**config.mk**
```make
export PLATFORM = sky130hd
export DESIGN_NAME = signed_int_to_decimal_ascii_top
export DESIGN_NICKNAME = d
export VERILOG_FILES = /design/src/rtl/sida_pkg.sv /design/src/rtl/sida_bin2bcd.sv /design/src/rtl/signed_int_to_decimal_ascii_top.sv
export SDC_FILE = /design/constraint.sdc
export NUM_CORES = 1
export LEC_CHECK = 0
export BUFFER_PORTS_ARGS = -buffer_cell sky130_fd_sc_hd__buf_2
export CORE_AREA = 5 5 237 239
export DETAILED_ROUTE_END_ITERATION = 10
export DIE_AREA = 0 0 242 244
export PLACE_DENSITY = 0.75
export SETUP_SLACK_MARGIN = 0.15
export SYNTH_ARGS = -nofsm -noshare
export SYNTH_HDL_FRONTEND = slang
export SYNTH_SLANG_ARGS = --single-unit
```
**constraint.sdc**
```tcl
create_clock -name clk -period 8.1 [get_ports clk]
set_input_delay 1.215 -clock clk [delete_from_list [all_inputs] [get_ports clk]]
set_output_delay 1.215 -clock clk [all_outputs]
set_load 0.01 [all_outputs]
```
**src/rtl/sida_pkg.sv**
```systemverilog
package sida_pkg;

	localparam int unsigned SIDA_DIGITS  = 10;
	localparam int unsigned SIDA_DIGIT_W = 4;
	localparam int unsigned SIDA_BCD_W   = SIDA_DIGITS * SIDA_DIGIT_W;

	localparam logic [7:0] ASCII_ZERO  = 8'd48;
	localparam logic [7:0] ASCII_MINUS = 8'd45;

	// converted number handed from the converter to the serializer
	typedef struct packed {
		logic                  neg;
		logic [SIDA_BCD_W-1:0] digits;
	} sida_bcd_t;

endpackage

```
**src/rtl/sida_bin2bcd.sv**
```systemverilog
module sida_bin2bcd
	import sida_pkg::*;
(
	input  logic             clk,
	input  logic             arst_n,
	input  logic             in_valid,
	output logic             in_stall,
	input  logic [31:0]      value,
	output logic             out_valid,
	input  logic             out_take,
	output sida_bcd_t        out_word
);

	localparam int unsigned WW = SIDA_BCD_W + 32;

	// eight shift-add-3 steps over the packed {bcd, binary} word
	function automatic logic [WW-1:0] dabble8(input logic [WW-1:0] w);
		logic [WW-1:0] t;
		t = w;
		for (int s = 0; s < 8; s++) begin
			for (int d = 0; d < SIDA_DIGITS; d++) begin
				if (t[32 + SIDA_DIGIT_W*d +: SIDA_DIGIT_W] >= 4'd5)
					t[32 + SIDA_DIGIT_W*d +: SIDA_DIGIT_W] =
						t[32 + SIDA_DIGIT_W*d +: SIDA_DIGIT_W] + 4'd3;
			end
			t = {t[WW-2:0], 1'b0};
		end
		return t;
	endfunction

	logic          v_s1, v_s2, v_s3, v_s4, v_s5;
	logic          neg_s1, neg_s2, neg_s3, neg_s4, neg_s5;
	logic [WW-1:0] wd_s1, wd_s2, wd_s3, wd_s4, wd_s5;
	logic          rdy1, rdy2, rdy3, rdy4, rdy5;
	logic [31:0]   mag;

	assign mag = value[31] ? (~value + 32'd1) : value;

	// a stage moves when it is empty or the one after it moves
	assign rdy5 = !v_s5 || out_take;
	assign rdy4 = !v_s4 || rdy5;
	assign rdy3 = !v_s3 || rdy4;
	assign rdy2 = !v_s2 || rdy3;
	assign rdy1 = !v_s1 || rdy2;
	assign in_stall = !rdy1;

	always_ff @(posedge clk or negedge arst_n) begin
		if (!arst_n) begin
			v_s1 <= 1'b0;
			v_s2 <= 1'b0;
			v_s3 <= 1'b0;
			v_s4 <= 1'b0;
			v_s5 <= 1'b0;
		end else begin
			if (rdy1) v_s1 <= in_valid;
			if (rdy2) v_s2 <= v_s1;
			if (rdy3) v_s3 <= v_s2;
			if (rdy4) v_s4 <= v_s3;
			if (rdy5) v_s5 <= v_s4;
		end
	end

	always_ff @(posedge clk) begin
		if (rdy1 && in_valid) begin
			neg_s1 <= value[31];
			wd_s1  <= {{SIDA_BCD_W{1'b0}}, mag};
		end
		if (rdy2 && v_s1) begin
			neg_s2 <= neg_s1;
			wd_s2  <= dabble8(wd_s1);
		end
		if (rdy3 && v_s2) begin
			neg_s3 <= neg_s2;
			wd_s3  <= dabble8(wd_s2);
		end
		if (rdy4 && v_s3) begin
			neg_s4 <= neg_s3;
			wd_s4  <= dabble8(wd_s3);
		end
		if (rdy5 && v_s4) begin
			neg_s5 <= neg_s4;
			wd_s5  <= dabble8(wd_s4);
		end
	end

	assign out_valid       = v_s5;
	assign out_word.neg    = neg_s5;
	assign out_word.digits = wd_s5[WW-1:32];

endmodule

```
**src/rtl/signed_int_to_decimal_ascii_top.sv**
```systemverilog
// signed 32-bit integer to decimal ascii text. each word on the value channel
// is one two's-complement number; the char channel returns its text one
// character per word: a leading '-' for negative numbers, then the decimal
// digits most significant first with no leading zeros ("0" for zero), with
// is_last set on the final character. the most negative number gives the
// eleven characters "-2147483648". a text is 1 to 11 characters long and
// leaves through the single-character output port one character per word.
// a number passes a five-stage binary to bcd pipeline (input register, then
// four stages of eight shift-add-3 steps each) before the serializer, which
// offers the first character once it has loaded the number from the last
// stage. the pipeline keeps taking numbers while the serializer is busy until
// its five stages are full, and the serializer loads the next number on the
// same edge that its last character leaves, so there is no gap between texts
// when the next number is waiting.
module signed_int_to_decimal_ascii_top
	import sida_pkg::*;
(
	input  logic        clk,
	input  logic        arst_n,
	// number in
	input  logic        value_valid,
	output logic        value_stall,
	input  logic [31:0] value,
	// characters out
	output logic        char_valid,
	input  logic        char_stall,
	output logic [7:0]  char_code,
	output logic        is_last
);

	sida_bcd_t             cv_word;
	logic                  cv_valid;
	logic                  cv_take;

	// serializer state
	logic                  busy_q;
	logic                  neg_q;
	logic [SIDA_BCD_W-1:0] sh_q;
	logic [3:0]            cnt_q;

	logic                  char_acc;
	logic                  done_now;
	logic [3:0]            lz;
	logic                  found;

	sida_bin2bcd u_bin2bcd (
		.clk      (clk),
		.arst_n   (arst_n),
		.in_valid (value_valid),
		.in_stall (value_stall),
		.value    (value),
		.out_valid(cv_valid),
		.out_take (cv_take),
		.out_word (cv_word)
	);

	// count of leading zero digits, the units digit always stays
	always_comb begin
		lz    = 4'd0;
		found = 1'b0;
		for (int i = SIDA_DIGITS - 1; i > 0; i--) begin
			if (!found && cv_word.digits[SIDA_DIGIT_W*i +: SIDA_DIGIT_W] == 4'd0)
				lz = lz + 4'd1;
			else
				found = 1'b1;
		end
	end

	assign char_acc = busy_q && !char_stall;
	// the word that leaves now is the last one of this number
	assign done_now = char_acc && !neg_q && cnt_q == 4'd1;
	assign cv_take  = cv_valid && (!busy_q || done_now);

	always_ff @(posedge clk or negedge arst_n) begin
		if (!arst_n) begin
			busy_q <= 1'b0;
			neg_q  <= 1'b0;
			cnt_q  <= 4'd0;
		end else begin
			if (cv_take) begin
				busy_q <= 1'b1;
				neg_q  <= cv_word.neg;
				cnt_q  <= 4'(SIDA_DIGITS) - lz;
			end else if (done_now) begin
				busy_q <= 1'b0;
			end else if (char_acc) begin
				if (neg_q)
					neg_q <= 1'b0;
				else
					cnt_q <= cnt_q - 4'd1;
			end
		end
	end

	// digits left aligned, the next one to send sits in the top nibble
	always_ff @(posedge clk) begin
		if (cv_take)
			sh_q <= cv_word.digits << {lz, 2'b00};
		else if (char_acc && !neg_q)
			sh_q <= {sh_q[SIDA_BCD_W-SIDA_DIGIT_W-1:0], {SIDA_DIGIT_W{1'b0}}};
	end

	assign char_valid = busy_q;
	assign char_code  = neg_q ? ASCII_MINUS
		: ASCII_ZERO + {4'd0, sh_q[SIDA_BCD_W-1 -: SIDA_DIGIT_W]};
	assign is_last    = !neg_q && cnt_q == 4'd1;

endmodule

```
Yosys cells after proc, flatten, opt, wreduce, memory -nomap -nowiden
Cells that the tools add are included.
Widths: inputs -> output; s select.
- bitwise operators: 1
- add/subtract/negate cells: 287
- muxes and demuxes: 543
- equality and inequality tests: 3
- $lt $le $gt $ge: 275
- reduce and logical (&&, ||, !) cells: 54
- shifts and indexed selects: 1
- operators with widths (operator ; number):
    $mux 4 ; 479
    $ge 4x3->1 const B ; 275
    $add 4x2->4 const B ; 251
    $mux 3 ; 45
    $mux 40 ; 2
    $add 3x2->3 const B ; 24
    $shl 40x6->40 ; 1
    $logic_not 4->1 ; 9
    $add 32x1->32 const B ; 1
    $not 32->32 ; 1
    $mux 31 ; 1
    $add 4x1->4 const B ; 7
    $logic_and 1x1->1 ; 18
    $logic_not 1->1 ; 16
    $mux 1 ; 14
    $add 6x4->7 const A ; 1
    $mux 7 ; 1
    $logic_or 1x1->1 ; 6
    $reduce_bool 2->1 ; 3
    $eq 4x1->1 const B ; 1
    $ne 2x1->1 const B ; 2
    $sub 4x1->4 const B ; 1
    $sub 4x4->4 const A ; 1
    $reduce_and 3->1 ; 1
    3 further kinds ; 3
- bits in registers: 296
- word-level logic and storage cells: 1184
- output and inout bits: 11
- input bits: 36

Logic depth before layout (Yosys ltp)
Gate-level depths: netlist of run 1.
- depth after elaboration: 32
- gate-level depth with buffers: 36

Modules after synthesis
Synthesis of run 1 repeated with hierarchy kept, for this count alone.
- cells, all modules: 3590
- area, all modules: 29622.2 um^2
- modules (own cells, without submodules) (module ; area each (um^2) ; times used ; cells an instance ; sequential area each (um^2)):
    sida_bin2bcd ; 25913.6 ; 1 ; 3184 ; 5740.5
    signed_int_to_decimal_ascii_top ; 3708.6 ; 1 ; 406 ; 1351.3

Least setup slack after synthesis of run 1
No wires, ideal clock.
- kind: register -> register
- from: reg u_bin2bcd.wd_s4[36]
- to: reg u_bin2bcd.wd_s5[44] (data pin)
- setup slack: 1.600 ns
- buffers on the path: 0
- clock period less this slack: 6.500 ns
- arrival time: 6.243 ns
- required time: 7.842 ns
- cell stages (with the launch flop): 29
- setup time: 0.258 ns
- cell sequence: edfxtp_1 inv_1 ha_1 and2b_2 a2bb2oi_1 and2_1 inv_1 ha_1 or3_1 a22o_1 a21bo_2 mux2i_2 nor2_1 ha_1 or2_2 a2111oi_2 o221ai_2 mux2i_1 or2_1 inv_1 ha_1 o31a_1 o21ba_2 or3_1 nand2b_1 xnor2_1 and2b_1 nor2_1 xnor2_1
- cells in the longest elaborated chain, start to end: 23
- RTL lines (what ; line ; source):
    start: declaration ; sida_bin2bcd.sv:33 ; logic [WW-1:0] wd_s1, wd_s2, wd_s3, wd_s4, wd_s5;
    start signal: assignment ; sida_bin2bcd.sv:78 ; wd_s4 <= dabble8(wd_s3);
    $add 4x2->4 / $ge 4x3->1 (equally long branches) ; sida_bin2bcd.sv:24, sida_bin2bcd.sv:22 ;
    $mux 4 (*) ; sida_bin2bcd.sv:22 ; if (t[32 + SIDA_DIGIT_W*d +: SIDA_DIGIT_W] >= 4'd5)
    $mux 4 (*) ; sida_bin2bcd.sv:80 ; if (rdy5 && v_s4) begin
    $add 4x2->4 / $ge 4x3->1 (equally long branches) ; sida_bin2bcd.sv:24, sida_bin2bcd.sv:22 ;
    $mux 4 ; sida_bin2bcd.sv:22 ;
    $mux 4 ; sida_bin2bcd.sv:80 ;
    $add 4x2->4 / $ge 4x3->1 (equally long branches) ; sida_bin2bcd.sv:24, sida_bin2bcd.sv:22 ;
    $mux 4 ; sida_bin2bcd.sv:22 ;
    [... 7 more ...] ; - ;
    $add 4x2->4 / $ge 4x3->1 (equally long branches) ; sida_bin2bcd.sv:24, sida_bin2bcd.sv:22 ;
    $mux 4 ; sida_bin2bcd.sv:22 ;
    $mux 4 ; sida_bin2bcd.sv:80 ;
    $add 4x2->4 / $ge 4x3->1 (equally long branches) ; sida_bin2bcd.sv:24, sida_bin2bcd.sv:22 ;
    $mux 4 ; sida_bin2bcd.sv:22 ;
    $mux 4 ; sida_bin2bcd.sv:80 ;
    $add 4x2->4 / $ge 4x3->1 (equally long branches) ; sida_bin2bcd.sv:24, sida_bin2bcd.sv:22 ;
    $mux 4 (*) ; sida_bin2bcd.sv:22 ;
    end signal: assignment ; sida_bin2bcd.sv:82 ; wd_s5 <= dabble8(wd_s4);
    end: declaration ; sida_bin2bcd.sv:33 ;
Every way passes the cells marked *; elsewhere a longest branch is shown, timed or not. The select of a mux whose other input is x is not followed.
A chain may end at the register's enable or synchronous reset.

Final worst setup path of run 1
- from: reg u_bin2bcd.wd_s2[32]
- to: reg u_bin2bcd.wd_s3[39] (data pin)
- cells in the longest elaborated chain, start to end: 23
- RTL lines (what ; line ; source):
    start: declaration ; sida_bin2bcd.sv:33 ;
    start signal: assignment ; sida_bin2bcd.sv:70 ; wd_s2 <= dabble8(wd_s1);
    $add 4x2->4 / $ge 4x3->1 (equally long branches) ; sida_bin2bcd.sv:24, sida_bin2bcd.sv:22 ;
    $mux 4 (*) ; sida_bin2bcd.sv:22 ;
    $mux 4 (*) ; sida_bin2bcd.sv:72 ; if (rdy3 && v_s2) begin
    $add 4x2->4 / $ge 4x3->1 (equally long branches) ; sida_bin2bcd.sv:24, sida_bin2bcd.sv:22 ;
    $mux 4 ; sida_bin2bcd.sv:22 ;
    $mux 4 ; sida_bin2bcd.sv:72 ;
    $add 4x2->4 / $ge 4x3->1 (equally long branches) ; sida_bin2bcd.sv:24, sida_bin2bcd.sv:22 ;
    $mux 4 ; sida_bin2bcd.sv:22 ;
    [... 7 more ...] ; - ;
    $add 4x2->4 / $ge 4x3->1 (equally long branches) ; sida_bin2bcd.sv:24, sida_bin2bcd.sv:22 ;
    $mux 4 ; sida_bin2bcd.sv:22 ;
    $mux 4 ; sida_bin2bcd.sv:72 ;
    $add 4x2->4 / $ge 4x3->1 (equally long branches) ; sida_bin2bcd.sv:24, sida_bin2bcd.sv:22 ;
    $mux 4 ; sida_bin2bcd.sv:22 ;
    $mux 4 ; sida_bin2bcd.sv:72 ;
    $add 4x2->4 / $ge 4x3->1 (equally long branches) ; sida_bin2bcd.sv:24, sida_bin2bcd.sv:22 ;
    $mux 4 (*) ; sida_bin2bcd.sv:22 ;
    end signal: assignment ; sida_bin2bcd.sv:74 ; wd_s3 <= dabble8(wd_s2);
    end: declaration ; sida_bin2bcd.sv:33 ;
Marks and branches as above.

==> impl_metrics.py, run 1 <==
metrics = {
    "clock_network": {
        "clkLatencyLatePin_ns": 0.59,
        "cts_hold_buf": 0,
        "cts_made_buffers": 30,
        "path_clk_slew_ns": 0.07,
        "h-tree-depth": 1,
        "tritoncts": "yes",
        "root_buffer": "clkbuf_16",
        "clock_sinks": 238,
        "cts_buffer_depth": 3,
        "cts_setup_buffers": 0,
    },
    "sta": {
        "setup_viol_count_final": 0,
        "tightestPinTransition_ns": 1.16,
        "setup-tns-final_ns": 0,
        "final_max_slew_viol_count": 0,
        "skew_ns": 0.0314,
        "rsz0062_at_grt": "false",
        "period_share": 0.884,
        "slew_headroom": 0.226,
        "fin_crit_ns": 7.16,
        "hold_violations": 0,
        "fmax_mhz": 140,
    },
    "status": {
        "outcome": "finished clean",
    },
    "routing": {
        "drt-wirelength-per-cell_um": 14.1,
        "ant_nets": 0,
        "drc": 0,
        "wl_um": 59900,
        "num_vias": 25700,
        "drtPass1Iterations": 7,
        "drtIter0Drc": 1857,
        "viasPerCell": 6.05,
    },
    "floorplan": {
        "ios": 47,
        "die_y_um": 244,
        "fp.dieArea_sq_um": 59000,
        "die_w_um": 242,
        "core_area_sq_um": 53600,
        "start_util": 0.546,
        "rows": 85,
    },
    "critical_path": {
        "endpoint_kind": "flip-flop",
        "r2r_cells": 32,
        "reg2reg_to": "u_bin2bcd.wd_s3[39]",
        "cp_max_fo": 8,
        "crit_path_start_kind": "flip-flop",
        "critPathKind": "reg -> reg",
        "r2r_start": "u_bin2bcd.wd_s2[32]",
        "crit_family": "compound AO/OA/AOI/OAI gates",
        "critPathArrivalTime_ns": 7.51,
        "crit_path_frequent_cell": "ha_1",
        "r2r_slack_ns": 0.94,
        "path_buf_inv": 3,
        "critical_path.max_stage_delay_ns": 0.47,
        "worstPathRequired_ns": 8.45,
        "cp_slowest_cell": "edfxtp_1",
        "cp-startpoint": "u_bin2bcd.wd_s2[32]",
    },
    "global_routing": {
        "grt_overflow": 0,
        "antenna_found_initial": 0,
        "grt_max_degree": 44,
        "grt_pass1_vias": 23100,
        "grt.total_usage": 0.193,
        "grt_pass1_wl_um": 104000,
    },
    "final_layout": {
        "final_cell_mix": "nand2_1 (340), nor2_1 (284), a21oi_1 (244)",
        "antennaDiodeCount": 0,
        "nNetsFinal": 3723,
        "syn_to_final_growth_pct": 6.48,
        "drive_above_1_share": 0.128,
        "layout_commonest_cell": "nand2_1",
    },
    "logic_synthesis": {
        "synth.avg_cell_area_sq_um": 8.29,
        "yosys.area.top_type_share": 0.233,
        "async_flop_share": 0.0462,
        "netlist_area_sq_um": 29300,
        "yosysSeqAreaShare": 0.242,
        "yosysTopAreaCell": "edfxtp_1",
        "yosysWarnings": 0,
        "synth_edf_count": 227,
        "synth_area_leaders": "edfxtp_1 (23%), ha_1 (6.8%), nand2_1 (4.4%)",
        "synthCells": 3529,
        "ys_seq_elements": 238,
        "synth.distinct_cells": 149,
        "synth_ff_type": "edfxtp_1",
    },
    "min_path": {
        "hold_depth": 0,
        "hp-class": "reg -> reg",
        "hold_end": "u_bin2bcd.neg_s5",
        "min-delay-start": "u_bin2bcd.neg_s4",
    },
    "placed_design": {
        "gp_congestion": 0.875,
        "dpl.hpwl_um": 44900,
        "io_buffers": 43,
    },
    "flow_run": {
        "maxCapViolCount": 0,
    },
}
[synthesized netlist by cell type (35+ instances only)]
master	instances
mux2i_1	122
nor2b_1	48
ha_1	160
a211oi_1	52
o31ai_1	35
a21o_1	46
o211ai_1	50
o21ai_0	243
o22ai_1	35
nand2b_1	72
xnor2_1	103
and2_1	48
mux2_2	68
nand2_1	340
a31oi_1	35
a21oi_1	246
edfxtp_1	227
clkbuf_1	61
o21ai_1	74
nor2_1	285
nor3_1	64
nand3_1	70
inv_1	213
o21a_1	49
[how the worst max path moves through the flow]
stage | cells past startpoint | endpoint
2_1_floorplan | 28 | u_bin2bcd.wd_s5[44]
3_3_place_gp | 32 | u_bin2bcd.wd_s3[39]
3_5_place_dp | 32 | u_bin2bcd.wd_s3[39]
4_1_cts | 32 | u_bin2bcd.wd_s3[39]
5_1_grt | 32 | u_bin2bcd.wd_s3[39]
6_report | 32 | u_bin2bcd.wd_s3[39]
[through the flow]
| step | worst slack, ns | utilization | cell area [sq um] | cells | hold slack (ns) |
|---|---|---|---|---|---|
| 2_1_floorplan | 1.60 | - | 29300 | 3530 | 0.400 |
| 3_3_place_gp | 1.14 | 0.562 | 30100 | 4191 | 0.400 |
| 3_5_place_dp | 0.948 | 0.562 | 30100 | 4191 | 0.405 |
| 6_report | 0.936 | 0.581 | 31200 | 4247 | 0.417 |
| 4_1_cts | 0.916 | 0.581 | 31100 | 4247 | 0.418 |
| 5_1_grt | 0.243 | 0.581 | 31200 | 4247 | 0.424 |
[kinds of logic after synthesis]
group / count (synthesis) / share of synthesized area
AO/OA/AOI/OAI: 1275 / 0.315
XOR/XNOR: 155 / 0.0551
adder cells (fa/ha/maj): 162 / 0.0691
buffers and inverters: 334 / 0.0449
flip-flops: 238 / 0.242
multiplexers: 211 / 0.0792
other: 2 / 0.000257
AND/OR/NAND/NOR: 1152 / 0.194
[area by class of cell]
class | instances | area, sq um
multi-input combinational | 2958 | 20900
clock buffer | 35 | 800
timing repair buffer | 62 | 358
sequential | 238 | 7090
inverter | 237 | 890
fill | 4841 | 22400
clock inverter | 21 | 239
tap | 696 | 871
[registers in the layout (all words and copies together) (netlist names), 4 cells and up]
name             cells
sh_q                40
cnt_q                4
u_bin2bcd.wd_s4     39
u_bin2bcd.wd_s2     34
u_bin2bcd.wd_s5     40
u_bin2bcd.wd_s1     32
u_bin2bcd.wd_s3     37
[repair_timing]
action,in CTS,in global routing
hold endpoints to repair,0,0
gates resized for setup,0,3
endpoints found under the setup margin,0,4
[layer usage]
layer  global-route usage  vias up  share of wire
li1                     -    13300              -
met4               0.0358        0          0.016
met1                0.269    11900           0.49
met5                    0        -              0
met3               0.0225       72          0.035
met2                0.328      403           0.46
Power of run 1 is not shown: default switching activity piles up to over one toggle a cycle in this logic, so the estimate is an artifact.
==> run 2, diff against run 1 <==
==> constraint.sdc (replaced) <==
create_clock -name clk -period 6.6 [get_ports clk]
set_input_delay 0.99 -clock clk [delete_from_list [all_inputs] [get_ports clk]]
set_output_delay 0.99 -clock clk [all_outputs]
set_load 0.01 [all_outputs]
==> impl_metrics.py, run 2 (same netlist as run 1, synthesis figures left out) <==
metrics = {
    "status": {
        "outcome": "finished clean",
    },
    "global_routing": {
        "grt_max_degree": 44,
        "grt_pass1_wl_um": 104000,
        "antenna_found_initial": 0,
        "grt_pass1_vias": 23300,
        "grt.total_usage": 0.192,
        "grt_overflow": 0,
    },
    "routing": {
        "num_vias": 27000,
        "drtIter0Drc": 1954,
        "ant_nets": 0,
        "viasPerCell": 6.05,
        "wl_um": 65300,
        "drc": 0,
        "drt-wirelength-per-cell_um": 14.6,
        "drtPass1Iterations": 6,
    },
    "clock_network": {
        "tritoncts": "yes",
        "cts_made_buffers": 28,
        "clock_sinks": 238,
        "clkLatencyLatePin_ns": 0.58,
        "root_buffer": "clkbuf_16",
        "h-tree-depth": 1,
        "cts_buffer_depth": 3,
        "path_clk_slew_ns": 0.06,
    },
    "critical_path": {
        "r2r_slack_ns": 0.33,
        "critPathArrivalTime_ns": 6.58,
        "r2r_cells": 28,
        "cp_max_fo": 6,
        "cp_slowest_cell": "edfxtp_1",
        "r2r_start": "u_bin2bcd.wd_s4[37]",
        "crit_path_start_kind": "flip-flop",
        "reg2reg_to": "u_bin2bcd.wd_s5[44]",
        "critPathKind": "reg -> reg",
        "endpoint_kind": "flip-flop",
        "critical_path.max_stage_delay_ns": 0.41,
        "worstPathRequired_ns": 6.91,
    },
    "final_layout": {
        "reg_top3": "sh_q (40), u_bin2bcd.wd_s5 (40), u_bin2bcd.wd_s4 (39)",
        "drive_above_1_share": 0.246,
        "multiInputGateArea_sq_um": 22500,
        "final_cell_mix": "nand2_1 (331), nor2_1 (274), buf_4 (236)",
        "final_cells": 4467,
        "layout_commonest_cell": "nand2_1",
        "antennaDiodeCount": 0,
        "syn_to_final_growth_pct": 17.4,
        "nNetsFinal": 3945,
        "nFillCells": 4457,
        "seq_area_sq_um": 7090,
    },
    "placed_design": {
        "pre_cts_ws_ns": -0.0258,
        "dp_cells": 4287,
        "gp_congestion": 0.874,
        "io_buffers": 43,
        "dpl.hpwl_um": 45600,
    },
    "sta": {
        "setup_ws_ns": 0.325,
        "fmax_mhz": 159,
        "hold_violations": 0,
        "slew_headroom": 0.304,
        "fin_crit_ns": 6.27,
        "setup_viol_count_final": 0,
        "tightestPinTransition_ns": 1.04,
        "hold_ws_ns": 0.277,
        "period_share": 0.951,
        "final_max_slew_viol_count": 0,
        "rsz0062_at_grt": "true",
        "skew_ns": 0.0247,
    },
    "min_path": {
        "hp-class": "in -> async",
    },
    "floorplan": {
        "rows": 85,
        "start_util": 0.546,
        "die_y_um": 244,
        "die_w_um": 242,
        "core_area_sq_um": 53600,
        "ios": 47,
        "fp.dieArea_sq_um": 59000,
    },
    "flow_run": {
        "maxCapViolCount": 0,
    },
}
run 2: cell count changes in the layout (fill, tap and decap cells not counted), sizes merged, moves of 2 or more:
| cell | change |
|---|---|
| clkinvlp | -2 |
| clkbuf | -4 |
| clkinv | +6 |
| buf | +221 |
run 2: final cells by class:
| cell class | instances | area share |
|---|---|---|
| tap | 696 | 0.0254 |
| multi-input combinational | 2959 | 0.654 |
| timing repair buffer | 285 | 0.0614 |
| clock inverter | 23 | 0.00641 |
| inverter | 237 | 0.0259 |
| clock buffer | 29 | 0.0205 |
| sequential | 238 | 0.207 |
run 2: through the flow:
stage / instance area (sq um) / TNS (ns) / util
2_1_floorplan: 29300 / 0 / -
3_3_place_gp: 30900 / 0 / 0.576
3_5_place_dp: 30900 / -0.0258 / 0.576
4_1_cts: 32000 / 0 / 0.597
5_1_grt: 34300 / 0 / 0.641
6_report: 34300 / 0 / 0.641
run 2: how the worst max path moves through the flow:
stage                                    from             endpoint  slack (ns)  cells after the start
after floorplan           u_bin2bcd.wd_s4[36]  u_bin2bcd.wd_s5[44]        0.20                     28
after global placement    u_bin2bcd.wd_s4[48]  u_bin2bcd.wd_s5[55]        0.12                     32
after detailed placement  u_bin2bcd.wd_s3[48]  u_bin2bcd.wd_s4[49]       -0.03                     28
after CTS                 u_bin2bcd.wd_s3[40]  u_bin2bcd.wd_s4[49]        0.14                     31
after global routing      u_bin2bcd.wd_s4[49]  u_bin2bcd.wd_s5[49]        0.01                     31
final                     u_bin2bcd.wd_s4[37]  u_bin2bcd.wd_s5[44]        0.33                     28
run 2: layer usage:
metal	vias to the layer above	global-route usage	share of wire
met4	0	0.0324	0.015
met1	12600	0.266	0.46
met3	74	0.0162	0.038
met5	-	0	0
met2	571	0.336	0.49
li1	13800	-	-
run 2: worst max-delay path, delay by kind of cell (launching register included):
| family | cells | cell delay [ns] |
|---|---|---|
| simple gates | 10 | 2.25 |
| compound gates | 7 | 1.78 |
| fa+ha+maj | 4 | 0.77 |
| flops | 1 | 0.41 |
| mux | 2 | 0.38 |
| xor+xnor | 2 | 0.21 |
| buf+inv | 3 | 0.19 |
run 2: timing repair:
action	in CTS	in global routing
pin swaps	2	105
setup buffers	6	119
hold buffers	0	0
setup endpoints to repair	53	114
gates cloned	0	3
gates resized for setup	36	307
Power of run 2 is left out for the same reason.
==> run 3, diff against run 2 <==
--- a/config.mk
+++ b/config.mk
@@ -6,11 +6,11 @@
 export NUM_CORES = 1
 export LEC_CHECK = 0
 export BUFFER_PORTS_ARGS = -buffer_cell sky130_fd_sc_hd__buf_2
-export CORE_AREA = 5 5 237 239
+export CORE_AREA = 5 5 250 227
 export DETAILED_ROUTE_END_ITERATION = 10
-export DIE_AREA = 0 0 242 244
+export DIE_AREA = 0 0 255 232
 export PLACE_DENSITY = 0.75
-export SETUP_SLACK_MARGIN = 0.15
+export SETUP_SLACK_MARGIN = 0.4
 export SYNTH_ARGS = -nofsm -noshare
 export SYNTH_HDL_FRONTEND = slang
 export SYNTH_SLANG_ARGS = --single-unit
==> constraint.sdc (replaced) <==
create_clock -name clk -period 6.6 [get_ports clk]
set_input_delay 1.98 -clock clk [delete_from_list [all_inputs] [get_ports clk]]
set_output_delay 1.98 -clock clk [all_outputs]
set_load 0.01 [all_outputs]
==> impl_metrics.py, run 3 (same netlist as run 1, synthesis figures left out) <==
metrics = {
    "final_layout": {
        "final_cells": 4599,
        "final_cell_mix": "buf_4 (346), nand2_1 (318), nor2_1 (260)",
        "antennaDiodeCount": 0,
        "syn_to_final_growth_pct": 25.4,
        "drive_above_1_share": 0.320,
        "layout_commonest_cell": "buf_4",
        "nNetsFinal": 4068,
        "reg_top3": "sh_q (40), u_bin2bcd.wd_s5 (40), u_bin2bcd.wd_s4 (39)",
    },
    "critical_path": {
        "worstPathRequired_ns": 6.90,
        "crit_family": "compound AO/OA/AOI/OAI gates",
        "cp_max_fo": 6,
        "critPathArrivalTime_ns": 6.49,
        "critPathKind": "reg -> reg",
        "endpoint_kind": "flip-flop",
        "path_buf_inv": 6,
        "critical_path.max_stage_delay_ns": 0.46,
        "crit_path_start_kind": "flip-flop",
        "cp_slowest_cell": "edfxtp_1",
    },
    "placed_design": {
        "pre_cts_ws_ns": -0.0501,
        "dpl.hpwl_um": 46000,
        "io_buffers": 43,
        "dp_cells": 4288,
        "gp_congestion": 0.885,
    },
    "floorplan": {
        "start_util": 0.543,
        "die_w_um": 255,
        "fp.dieArea_sq_um": 59200,
        "die_y_um": 232,
        "rows": 81,
        "core_area_sq_um": 53900,
        "ios": 47,
    },
    "sta": {
        "setup-tns-final_ns": 0,
        "skew_ns": 0.0393,
        "final_max_slew_viol_count": 0,
        "fin_crit_ns": 6.18,
        "slew_headroom": 0.240,
        "period_share": 0.937,
        "setup_ws_ns": 0.417,
        "fmax_mhz": 162,
        "hold_ws_ns": 0.416,
        "setup_viol_count_final": 0,
        "hold_violations": 0,
        "rsz0062_at_grt": "true",
        "tightestPinTransition_ns": 1.14,
    },
    "routing": {
        "ant_nets": 0,
        "drtIter0Drc": 2051,
        "num_vias": 28200,
        "drt-wirelength-per-cell_um": 15.8,
        "viasPerCell": 6.13,
        "drc": 0,
        "wl_um": 72500,
        "drtPass1Iterations": 6,
    },
    "global_routing": {
        "antenna_found_initial": 0,
        "grt_max_degree": 44,
        "grt.total_usage": 0.202,
        "grt_pass1_vias": 23900,
        "grt_pass1_wl_um": 107000,
        "grt_overflow": 0,
    },
    "clock_network": {
        "clock_sinks": 238,
        "tritoncts": "yes",
        "h-tree-depth": 1,
        "cts_made_buffers": 28,
        "clkLatencyLatePin_ns": 0.59,
        "cts_hold_buf": 0,
        "root_buffer": "clkbuf_16",
        "cts_buffer_depth": 3,
        "path_clk_slew_ns": 0.06,
    },
    "min_path": {
        "hp-class": "reg -> reg",
    },
    "status": {
        "outcome": "finished clean",
    },
    "flow_run": {
        "maxCapViolCount": 0,
    },
}
-- run 3: stage by stage --
| stage | util | cell area, sq um |
|---|---|---|
| 6_report | 0.681 | 36700 |
| 5_1_grt | 0.681 | 36700 |
| 4_1_cts | 0.608 | 32800 |
| 3_5_place_dp | 0.573 | 30900 |
| 3_3_place_gp | 0.573 | 30900 |
| 2_1_floorplan | - | 29300 |
-- run 3: worst reg2reg max path, delay by kind of cell (launching register included) --
| kind | cells | cell delay (ns) |
|---|---|---|
| and+or+nand+nor | 5 | 0.99 |
| DFF | 1 | 0.46 |
| muxes | 1 | 0.29 |
| buffers and inverters | 6 | 0.41 |
| AOI/OAI and AO/OA | 14 | 2.57 |
| adders and majority gates | 6 | 1.19 |
-- run 3: cell type report --
| class | instances | area (sq um) |
|---|---|---|
| multi-input combinational | 2959 | 23900 |
| fill | 3976 | 17200 |
| sequential | 238 | 7090 |
| timing repair buffer | 408 | 3060 |
| inverter | 237 | 892 |
| tap | 705 | 882 |
| clock buffer | 32 | 716 |
| clock inverter | 20 | 176 |
-- run 3: path summary, 6_finish.rpt --
kind	start	cells after the start	end	slack, ns
max	u_bin2bcd.wd_s4[36]	32	u_bin2bcd.wd_s5[47]	0.42
min	u_bin2bcd.wd_s2[8]	0	u_bin2bcd.wd_s3[16]	0.42
max reg2reg	u_bin2bcd.wd_s4[36]	32	u_bin2bcd.wd_s5[47]	0.42
min reg2reg	u_bin2bcd.wd_s2[8]	0	u_bin2bcd.wd_s3[16]	0.42
max in group asynchronous	arst_n	1	u_bin2bcd.out_valid	5.06
min in group asynchronous	arst_n	1	u_bin2bcd.v_s1	1.29
-- run 3: metal layers --
layer	GRT usage	up-vias	wire [um]
met4	0.0329	0	1420
met5	0	-	0
li1	-	14000	-
met3	0.0196	120	2820
met1	0.293	13400	32900
met2	0.335	658	35400
-- run 3: what timing repair did --
item / 4_1_cts / 5_1_grt
resized for setup: 119 / 529
endpoints found under the setup margin: 82 / 117
hold endpoints to repair: 0 / 0
pin swaps: 42 / 226
gates cloned: 1 / 1
setup buffers: 63 / 194
Power of run 3 is left out for the same reason.
